### src/rtl/wvds_pkg.sv
package wvds_pkg;

   localparam int COMP_WIDTH     = 16;
   localparam int ROTATION_STEPS = 16;
   localparam int TABLE_LEN      = 32;
   localparam int FRAC_BITS      = 20;
   localparam int XY_WIDTH       = COMP_WIDTH + FRAC_BITS + 3;
   localparam int ANG_WIDTH      = 40;
   localparam int ROOT_WIDTH     = COMP_WIDTH;
   localparam int SQ_WIDTH       = 2 * COMP_WIDTH;
   localparam int OUT_WIDTH      = 16;

   localparam logic signed [ANG_WIDTH-1:0] NANO_PER_TURN  = 40'sd360000000000;
   localparam logic signed [ANG_WIDTH-1:0] NANO_HALF_TURN = 40'sd180000000000;
   localparam logic signed [ANG_WIDTH-1:0] NANO_HALF_HUND = 40'sd5000000;

   // divide by 1e7: shift by 7, then reciprocal multiply for 78125
   localparam int DIV_SHIFT    = 7;
   localparam int QUO_WIDTH    = 32;
   localparam int MUL_SHIFT    = 48;
   localparam int DIV_ODD      = 78125;
   localparam logic [QUO_WIDTH-1:0] DIV_RECIP =
      QUO_WIDTH'(((64'd1 << MUL_SHIFT) + 64'(DIV_ODD) - 64'd1) / 64'(DIV_ODD));

   localparam logic [OUT_WIDTH-1:0] DIR_WRAP  = 16'd36000;
   localparam logic [OUT_WIDTH-1:0] SPEED_MAX = 16'hFFFF;

   // atan(2^-i) in 1e-9 degree
   localparam logic signed [ANG_WIDTH-1:0] ATAN_NANO [TABLE_LEN] = '{
      40'sd45000000000, 40'sd26565051177, 40'sd14036243468, 40'sd7125016349,
      40'sd3576334375,  40'sd1789910608,  40'sd895173710,   40'sd447614171,
      40'sd223810500,   40'sd111905677,   40'sd55952892,    40'sd27976453,
      40'sd13988227,    40'sd6994114,     40'sd3497057,     40'sd1748528,
      40'sd874264,      40'sd437132,      40'sd218566,      40'sd109283,
      40'sd54642,       40'sd27321,       40'sd13660,       40'sd6830,
      40'sd3415,        40'sd1708,        40'sd854,         40'sd427,
      40'sd213,         40'sd107,         40'sd53,          40'sd27
   };

   typedef struct packed {
      logic signed [COMP_WIDTH-1:0] u_comp;
      logic signed [COMP_WIDTH-1:0] v_comp;
      logic                         u_present;
      logic                         v_present;
   } req_type;

   typedef struct packed {
      logic [OUT_WIDTH-1:0] wind_dir;
      logic                 dir_ok;
      logic [OUT_WIDTH-1:0] wind_speed;
      logic                 speed_ok;
   } rsp_type;

   typedef struct packed {
      logic signed [XY_WIDTH-1:0]  x;
      logic signed [XY_WIDTH-1:0]  y;
      logic signed [ANG_WIDTH-1:0] z;
   } cordic_type;

   typedef struct packed {
      logic [ROOT_WIDTH-1:0] root;
      logic [SQ_WIDTH-1:0]   rem;
      logic                  speed_ok;
      logic                  dir_ok;
   } root_type;

endpackage

### src/rtl/wvds_sqrt_step.sv
module wvds_sqrt_step #(
   parameter int BIT    = 0,
   parameter bit ACTIVE = 1'b1
) (
   input  logic               clock,
   input  logic               en,
   input  wvds_pkg::root_type root_d,
   output wvds_pkg::root_type root_q
);

   localparam int RW = wvds_pkg::ROOT_WIDTH;
   localparam int SW = wvds_pkg::SQ_WIDTH;
   localparam int TW = SW + 1;

   wvds_pkg::root_type root_in, root_ff;

   always_comb begin
      logic [TW-1:0] trial;
      logic [TW-1:0] rem_ext;
      logic [TW-1:0] diff;
      // (root + 2^b)^2 - root^2 = root * 2^(b+1) + 2^(2b)
      trial   = (TW'(root_d.root) << (BIT + 1)) + (TW'(1) << (2 * BIT));
      rem_ext = TW'(root_d.rem);
      diff    = rem_ext - trial;
      root_in = root_d;
      if (ACTIVE && (rem_ext >= trial)) begin
         root_in.rem  = diff[SW-1:0];
         root_in.root = root_d.root | (RW'(1) << BIT);
      end
   end

   always_ff @(posedge clock) begin
      if (en) begin
         root_ff <= root_in;
      end
   end

   assign root_q = root_ff;

endmodule

### config.mk
export PLATFORM = sky130hd
export DESIGN_NAME = wvds_sqrt_step
export DESIGN_NICKNAME = d
export VERILOG_FILES = /design/src/rtl/wvds_pkg.sv /design/src/rtl/wvds_sqrt_step.sv
export SDC_FILE = /design/constraint.sdc
export NUM_CORES = 1
export LEC_CHECK = 0
export BUFFER_PORTS_ARGS = -buffer_cell sky130_fd_sc_hd__buf_4
export CORE_UTILIZATION = 50
export CTS_BUF_LIST = sky130_fd_sc_hd__clkbuf_2 sky130_fd_sc_hd__clkbuf_4 sky130_fd_sc_hd__clkbuf_8
export CTS_CLUSTER_SIZE = 30
export DETAILED_ROUTE_END_ITERATION = 6
export PLACE_DENSITY = 0.9
export REMOVE_ABC_BUFFERS = 1
export SLEW_MARGIN = 20
export SYNTH_ARGS = -nofsm -noshare
export SYNTH_HDL_FRONTEND = slang
export SYNTH_SLANG_ARGS = --single-unit
### constraint.sdc
create_clock -name clock -period 5.1 [get_ports clock]
set_input_delay 1.02 -clock clock [delete_from_list [all_inputs] [get_ports clock]]
set_output_delay 1.02 -clock clock [all_outputs]
set_load 0.005 [all_outputs]
==> flow_metrics.py, run 1 <==
metrics = {
    "synthesis": {
        "synthTopCellsByArea": "edfxtp_1 51%, ha_1 7.2%, xnor2_1 5.9%",
        "ys_ff_latch": 50,
        "synthFlopType": "edfxtp_1",
        "ys_async_sr_fraction_pct": 0,
        "synthDominantCellAreaShare_pct": 50.6,
        "yosysWarnings": 0,
        "synthCells": 267,
        "synth.largest_area_cell": "edfxtp_1",
        "synth-edff-count": 50,
        "syn_area_um2": 2970,
        "syn_area_per_cell_um2": 11.1,
        "ys_seq_area_share_pct": 50.6,
        "synth_cell_types": 44,
    },
    "drt": {
        "drt-initial-drc-count": 226,
        "vias": 2472,
        "finalWirelength_um": 6700,
        "wire_per_inst_um": 15.1,
        "viasPerCell": 5.57,
        "first_pass_iters": 5,
        "drc": 0,
        "ant_nets": 0,
    },
    "finish": {
        "layout-drive-gt1-share_pct": 33.3,
        "fill_cells": 439,
        "diodes": 0,
        "multi_input_area_um2": 1360,
        "largest_reg_flops": 50,
        "fin_util_pct": 69.3,
        "seqCellArea_um2": 1500,
        "nNetsFinal": 441,
        "syn_to_final_growth_pct": 31.1,
    },
    "sta": {
        "fmax_ghz": 0.250,
        "hold_viol": 0,
        "fin_crit_sh_pct": 78.5,
        "finalSetupViolCount": 0,
        "whs_ps": 891,
        "period_needed_ps": 4000,
        "tightest_slew_ps": 617,
        "setup_tns_ps": 0,
        "layout_setup_ws_ps": 1100,
        "maxSlewViolCount": 0,
        "rsz0062_at_grt": "no",
        "slew-limit-headroom_pct": 57.8,
    },
    "critical_path": {
        "crit_path_end": "root_q[28]",
        "crit_fanout": 7,
        "cp-start-kind": "primary input",
        "crit_family": "compound AO/OA/AOI/OAI gates",
        "worstSetupPathDepth": 9,
        "crit_type": "primary input to flip-flop",
        "crit_required_ps": 5160,
        "crit_buf_inv": 1,
        "cp-end-kind": "flip-flop",
        "worst_path_max_delay_cell": "a2111oi_0",
        "crit_start": "root_d[3]",
        "crit_chain": "buf_4 -> fa_1 -> a211oi_1 -> o31ai_1 -> a21o_1 -> a2111oi_0 -> o41a_1 -> or4b_4 -> xnor2_2",
        "crit_arrival_ps": 4070,
        "max_stage_delay_ps": 610,
    },
    "die": {
        "core_area_um2": 5610,
        "die_h_um": 79.0,
        "design.portCount": 102,
        "start_util_pct": 52.9,
        "num_rows": 27,
        "die_area_um2": 6240,
        "fp.dieW_um": 79.0,
    },
    "run": {
        "cap_violations": 0,
    },
    "clocking": {
        "cts_hold_buf": 0,
        "clockRootBuffer": "clkbuf_8",
        "clkTransAtPathRegs_ps": 90,
        "h-tree-depth": 2,
        "postCtsSetupBuffers": 0,
        "cts_tree": "built",
        "cts_resized": 0,
        "cts_made_buffers": 5,
        "clock_sinks": 50,
        "clk_path_buf_depth": 2,
    },
    "placed_design": {
        "place_hpwl_um": 5170,
        "pre_cts_ws_ps": 816,
        "port_buffers": 101,
        "place_congestion": 0.859,
    },
    "worst_hold_path": {
        "min-delay-start": "root_d[37]",
        "hold_path.class": "primary input to flip-flop",
    },
    "global_routing": {
        "grt_pass1_wl_um": 10500,
        "grt_pass1_vias": 2356,
        "grt_start_max_net_pins": 51,
        "grt_overflow_total": 0,
        "grt_antenna_before_repair": 0,
        "grt_usage_pct": 21.6,
    },
    "run_status": {
        "status": "finished clean",
    },
    "pwr": {
        "pwr_density_cell_nw_per_um2": 264,
        "p_leak_nw": 1.65,
        "peakVddDrop_v": 0.000144,
    },
}
==> logic make-up (layout without fill, tap and decap cells) <==
| group | Yosys count | after routing | synth area share, % |
|---|---|---|---|
| and+or+nand+nor | 73 | 73 | 13.2 |
| AOI/OAI and AO/OA | 63 | 63 | 13.2 |
| DFF | 50 | 50 | 50.6 |
| xor gates and xnor gates | 29 | 29 | 8.82 |
| buffers and inverters | 27 | 132 | 3.54 |
| adders and majority gates | 18 | 18 | 7.85 |
| muxes | 7 | 7 | 2.66 |
==> how the worst min path moves through the flow <==
stage | end | slack [ps] | depth (start not counted)
5_1_grt | root_q[0] | 880 | 1
2_1_floorplan | root_q[0] | 1120 | 0
4_1_cts | root_q[37] | 880 | 1
6_report | root_q[37] | 890 | 1
3_5_place_dp | root_q[0] | 1200 | 1
3_3_place_gp | root_q[1] | 1200 | 1
==> cell usage in the layout (no fill, tap or decap), types with 2 or more instances in the layout <==
cell,Yosys,routed
a211oi_1,2,2
a21boi_0,2,2
a21o_1,6,6
a21oi_1,27,27
a31oi_1,2,2
and2_1,3,3
buf_4,0,102
clkbuf_8,0,5
edfxtp_1,50,50
ha_1,17,17
inv_1,22,22
mux2_2,7,7
nand2_1,16,16
nand2b_1,3,3
nand3_1,7,7
nand4_1,6,6
nor2_1,19,19
nor3_1,6,6
nor4_1,2,2
nor4b_1,2,2
o21a_1,2,2
o21ai_0,11,11
o31ai_1,3,3
xnor2_1,20,20
xor2_1,8,8
==> Yosys cell counts, drive strengths merged, types with 3 or more instances <==
cell type,number
edfxtp,50
a21oi,27
inv,22
xnor2,21
nor2,19
ha,17
nand2,16
o21ai,11
xor2,8
mux2,7
nand3,7
a21o,6
nand4,6
nor3,6
and2,3
buf,3
nand2b,3
nor4,3
o31ai,3
==> layer usage <==
layer	track usage, %	part of all wire (%)	up-vias
li1	-	-	1196
met1	27.3	41	1140
met2	35.6	50	117
met3	4.25	6.7	19
met4	10.4	2.2	0
met5	0	0	-
==> power breakdown <==
group          total [mW]  switching (mW)  internal [mW]
registers           0.519          0.0114          0.507
logic               0.278           0.132          0.146
clock network       0.230           0.134         0.0965
==> cell type report <==
type                            count  area share, %
Sequential cell                    50           38.6
Multi-Input combinational cell    190           34.9
Timing Repair Buffer              102           19.7
Tap cell                           72           2.32
Inverter                           22           2.12
Clock buffer                        5           1.77
Clock inverter                      3          0.547
==> metrics by stage <==
| step | total power [mW] | instance area [um^2] | std cells |
|---|---|---|---|
| 6_report | 1.03 | 3890 | 444 |
| 5_1_grt | 1.07 | 3890 | 444 |
| 4_1_cts | 1.03 | 3890 | 444 |
| 3_3_place_gp | 0.794 | 3800 | 436 |
| 3_5_place_dp | 0.803 | 3800 | 436 |
| 2_1_floorplan | 0.662 | 2940 | 262 |
No activity file was read; power rests on OpenSTA's default activity.
==> run 2: changes to the inputs <==
--- a/config.mk
+++ b/config.mk
@@ -6,11 +6,11 @@
 export NUM_CORES = 1
 export LEC_CHECK = 0
 export BUFFER_PORTS_ARGS = -buffer_cell sky130_fd_sc_hd__buf_4
-export CORE_UTILIZATION = 50
+export CORE_UTILIZATION = 47
 export CTS_BUF_LIST = sky130_fd_sc_hd__clkbuf_2 sky130_fd_sc_hd__clkbuf_4 sky130_fd_sc_hd__clkbuf_8
 export CTS_CLUSTER_SIZE = 30
 export DETAILED_ROUTE_END_ITERATION = 6
-export PLACE_DENSITY = 0.9
+export PLACE_DENSITY = 0.89
 export REMOVE_ABC_BUFFERS = 1
 export SLEW_MARGIN = 20
 export SYNTH_ARGS = -nofsm -noshare
==> constraint.sdc (replaced) <==
create_clock -name clock -period 3.6 [get_ports clock]
set_input_delay 0.72 -clock clock [delete_from_list [all_inputs] [get_ports clock]]
set_output_delay 0.72 -clock clock [all_outputs]
set_load 0.005 [all_outputs]
==> flow_metrics.py, run 2 (same netlist as run 1, synthesis figures left out) <==
metrics = {
    "sta": {
        "tightest_slew_ps": 618,
        "rsz0062_at_grt": "no",
        "slew-limit-headroom_pct": 58.8,
        "maxSlewViolCount": 0,
        "layout_setup_ws_ps": 272,
        "finalSetupViolCount": 0,
        "hold_viol": 0,
        "fin_crit_sh_pct": 92.4,
        "fmax_ghz": 0.300,
        "period_needed_ps": 3330,
    },
    "pwr": {
        "p_leak_nw": 1.68,
        "peakVddDrop_v": 0.000231,
        "pwr_density_cell_nw_per_um2": 372,
    },
    "die": {
        "fp.dieW_um": 81.4,
        "die_area_um2": 6630,
        "start_util_pct": 49.5,
        "design.portCount": 102,
        "core_area_um2": 5990,
        "num_rows": 28,
        "die_h_um": 81.4,
    },
    "clocking": {
        "cts_resized": 0,
        "cts_made_buffers": 5,
        "cts_tree": "built",
        "clk_path_buf_depth": 2,
        "postCtsSetupBuffers": 0,
        "clock_sinks": 50,
        "cts_hold_buf": 0,
        "clockRootBuffer": "clkbuf_8",
        "clkTransAtPathRegs_ps": 90,
        "h-tree-depth": 2,
    },
    "placed_design": {
        "pre_cts_ws_ps": -2.88,
        "port_buffers": 101,
        "place_hpwl_um": 5470,
        "place_congestion": 0.879,
    },
    "drt": {
        "first_pass_iters": 4,
        "drc": 0,
        "ant_nets": 0,
        "viasPerCell": 5.45,
        "drt-initial-drc-count": 181,
        "wire_per_inst_um": 15.7,
        "vias": 2467,
        "finalWirelength_um": 7100,
    },
    "run_status": {
        "status": "finished clean",
    },
    "finish": {
        "layout-drive-gt1-share_pct": 34.1,
        "syn_to_final_growth_pct": 32.6,
        "fin_util_pct": 65.6,
        "fill_cells": 485,
        "diodes": 0,
        "largest_reg_flops": 50,
        "final_cell_mix": "108 x buf_4, 50 x edfxtp_1, 27 x a21oi_1, 22 x inv_1, 20 x xnor2_1",
        "nNetsFinal": 447,
        "final_common_cell": "buf_4",
    },
    "worst_hold_path": {
        "min_path_cells": 1,
        "min-delay-start": "root_d[0]",
        "hold_path.class": "primary input to flip-flop",
        "holdPathEnd": "root_q[0]",
    },
    "critical_path": {
        "crit_type": "primary input to flip-flop",
        "cp-end-kind": "flip-flop",
        "crit_arrival_ps": 3400,
        "crit_required_ps": 3670,
        "cp-start-kind": "primary input",
        "crit_fanout": 3,
    },
    "run": {
        "cap_violations": 0,
    },
    "global_routing": {
        "grt_pass1_vias": 2379,
        "grt_antenna_before_repair": 0,
        "grt_overflow_total": 0,
        "grt_start_max_net_pins": 51,
        "grt_pass1_wl_um": 11200,
        "grt_usage_pct": 22.4,
    },
}
## run 2: cell types whose count changed in the layout (fill, tap and decap cells not counted), sizes merged
cell  delta
buf      +6
## run 2: how the worst max path moves through the flow
stage | start | end | slack, ps | cells past startpoint
2_1_floorplan | root_d[49] | root_q[28] | -130 | 9
3_3_place_gp | root_d[3] | root_q[28] | 40 | 10
3_5_place_dp | root_d[34] | root_q[28] | -3 | 11
4_1_cts | root_d[34] | root_q[28] | 300 | 11
5_1_grt | root_d[34] | root_q[28] | 180 | 11
6_report | root_d[34] | root_q[28] | 270 | 11
## run 2: final cells by class
class / count / area [um^2] / area share, %
tap: 75 / 93.8 / 2.39
clock inverter: 3 / 16.3 / 0.414
multi-input combinational: 190 / 1360 / 34.6
inverter: 22 / 82.6 / 2.10
clock buffer: 5 / 68.8 / 1.75
timing repair buffer: 108 / 811 / 20.6
sequential: 50 / 1500 / 38.2
## run 2: power by group
part	leakage [nW]	total (mW)	internal, mW	switching, mW
Sequential	0.490	0.736	0.719	0.0170
Combinational	1.15	0.404	0.214	0.190
Clock	0.0416	0.324	0.133	0.191
Total	1.68	1.46	1.07	0.398
## run 2: worst max-delay path, stage by stage
cell	delay [ps]
buf_4	80
inv_1	70
fa_1	440
a211oi_1	320
o31ai_1	130
a21o_1	230
a2111oi_0	430
buf_4	190
o41a_1	160
or4b_4	480
xnor2_2	140
## run 2: stage by stage
step | hold WS (ps) | power (mW) | area, um^2 | setup TNS (ps) | instances
floorplan | 819 | 0.938 | 2940 | -131 | 262
global placement | 898 | 1.14 | 3850 | 0 | 445
detailed placement | 900 | 1.15 | 3850 | -2.88 | 445
CTS | 581 | 1.47 | 3930 | 0 | 453
global route | 579 | 1.53 | 3930 | 0 | 453
finish | 589 | 1.46 | 3930 | 0 | 453
## run 2: per-layer routing
layer  vias to the layer above  wire, um  GRT usage, %
met5                         -         0             0
met4                         0       170          8.93
met3                        17       442          3.89
met2                        96      3600          38.7
met1                      1149      2890          27.8
li1                       1205         -             -
==> run 3: changes to the inputs <==
--- a/config.mk
+++ b/config.mk
@@ -11,6 +11,7 @@
 export CTS_CLUSTER_SIZE = 30
 export DETAILED_ROUTE_END_ITERATION = 6
 export PLACE_DENSITY = 0.89
+export RECOVER_POWER = 100
 export REMOVE_ABC_BUFFERS = 1
 export SLEW_MARGIN = 20
 export SYNTH_ARGS = -nofsm -noshare
==> flow_metrics.py, run 3 (same netlist as run 1, synthesis figures left out) <==
metrics = {
    "run_status": {
        "status": "complete, but fails checks",
        "violations": "capacitance limit, slew limit",
    },
    "drt": {
        "vias": 2481,
        "viasPerCell": 5.48,
        "drc": 0,
        "wire_per_inst_um": 15.5,
        "finalWirelength_um": 7040,
        "first_pass_iters": 5,
        "ant_nets": 0,
        "drt-initial-drc-count": 170,
    },
    "finish": {
        "nNetsFinal": 447,
        "largest_reg_flops": 50,
        "diodes": 0,
        "final_common_cell": "clkbuf_4",
        "syn_to_final_growth_pct": 30.3,
        "multi_input_area_um2": 1350,
        "fin_util_pct": 64.5,
        "fill_cells": 501,
        "final_cell_mix": "54 x clkbuf_4, 50 x edfxtp_1, 38 x buf_4, 27 x a21oi_1, 22 x inv_1",
        "layout-drive-gt1-share_pct": 29.1,
        "seqCellArea_um2": 1500,
    },
    "sta": {
        "tightest_slew_ps": 2610,
        "fin_crit_sh_pct": 93.5,
        "maxSlewViolCount": 51,
        "slew-limit-headroom_pct": -74.1,
        "period_needed_ps": 3370,
        "finalSetupViolCount": 0,
        "hold_viol": 0,
        "fmax_ghz": 0.297,
        "rsz0062_at_grt": "no",
        "setup_tns_ps": 0,
    },
    "clocking": {
        "cts_hold_buf": 0,
        "h-tree-depth": 2,
        "clock_sinks": 50,
        "cts_tree": "built",
        "clockRootBuffer": "clkbuf_8",
        "cts_resized": 0,
        "cts_made_buffers": 5,
        "clk_path_buf_depth": 2,
        "postCtsSetupBuffers": 0,
        "clkTransAtPathRegs_ps": 90,
    },
    "die": {
        "fp.dieW_um": 81.4,
        "start_util_pct": 49.5,
        "design.portCount": 102,
        "die_area_um2": 6630,
        "num_rows": 28,
        "die_h_um": 81.4,
        "core_area_um2": 5990,
    },
    "pwr": {
        "peakVddDrop_v": 0.000231,
        "p_leak_nw": 1.61,
        "pwr_density_cell_nw_per_um2": 374,
    },
    "global_routing": {
        "grt_pass1_vias": 2379,
        "grt_start_max_net_pins": 51,
        "grt_usage_pct": 22.4,
        "grt_overflow_total": 0,
        "grt_antenna_before_repair": 0,
        "grt_pass1_wl_um": 11200,
    },
    "worst_hold_path": {
        "min_path_cells": 1,
        "holdPathEnd": "root_q[0]",
        "min-delay-start": "root_d[0]",
        "hold_path.class": "primary input to flip-flop",
    },
    "critical_path": {
        "cp-end-kind": "flip-flop",
        "cp-start-kind": "primary input",
        "crit_required_ps": 3670,
        "crit_arrival_ps": 3430,
        "crit_type": "primary input to flip-flop",
        "crit_fanout": 3,
        "crit_chain": "clkbuf_4 -> inv_1 -> fa_1 -> a211oi_1 -> o31ai_1 -> a21o_1 -> a2111oi_0 -> buf_4 -> o41a_1 -> or4b_1 -> xnor2_2",
        "worst_path_max_delay_cell": "or4b_1",
        "crit_family": "compound AO/OA/AOI/OAI gates",
        "max_stage_delay_ps": 490,
        "crit_buf_inv": 3,
    },
    "placed_design": {
        "port_buffers": 101,
        "place_congestion": 0.879,
        "place_hpwl_um": 5470,
    },
    "run": {
        "cap_violations": 1,
    },
}
## run 3: cell types whose count changed in the layout (fill, tap and decap cells not counted), sizes merged
cell | previous run | this run
buf | 108 | 40
clkbuf | 5 | 73
## run 3: power breakdown
group	total [mW]	internal [mW]	leakage (nW)	switching (mW)
sequential	0.737	0.721	0.490	0.0160
clock	0.323	0.133	0.0416	0.190
combinational	0.387	0.198	1.08	0.189
total	1.45	1.05	1.61	0.394
## run 3: final cells by class
class,count,share of cell area [%]
inverter,22,2.14
clock inverter,3,0.421
timing repair buffer,108,19.4
tap,75,2.43
clock buffer,5,1.78
multi-input combinational,190,34.9
sequential,50,38.9
## run 3: worst max path at each step
| stage | startpoint | endpoint | slack (ps) | cells after the start |
|---|---|---|---|---|
| 2_1_floorplan | root_d[49] | root_q[28] | -130 | 9 |
| 3_3_place_gp | root_d[3] | root_q[28] | 40 | 10 |
| 3_5_place_dp | root_d[34] | root_q[28] | -3 | 11 |
| 4_1_cts | root_d[34] | root_q[28] | 300 | 11 |
| 5_1_grt | root_d[49] | root_q[28] | 100 | 10 |
| 6_report | root_d[34] | root_q[28] | 230 | 11 |
## run 3: through the flow
step	setup slack [ps]	area, um^2	cells	hold WS, ps	total power, mW
3_3_place_gp	35.4	3850	445	898	1.14
4_1_cts	299	3930	453	581	1.47
3_5_place_dp	-2.88	3850	445	900	1.15
6_report	235	3860	453	612	1.45
5_1_grt	96.7	3860	453	601	1.51
2_1_floorplan	-131	2940	262	819	0.938
## run 3: layer usage
metal | GRT usage (%) | wire, um
met5 | 0 | 0
met2 | 38.7 | 3570
met1 | 27.8 | 2910
met3 | 3.89 | 387
met4 | 8.93 | 170
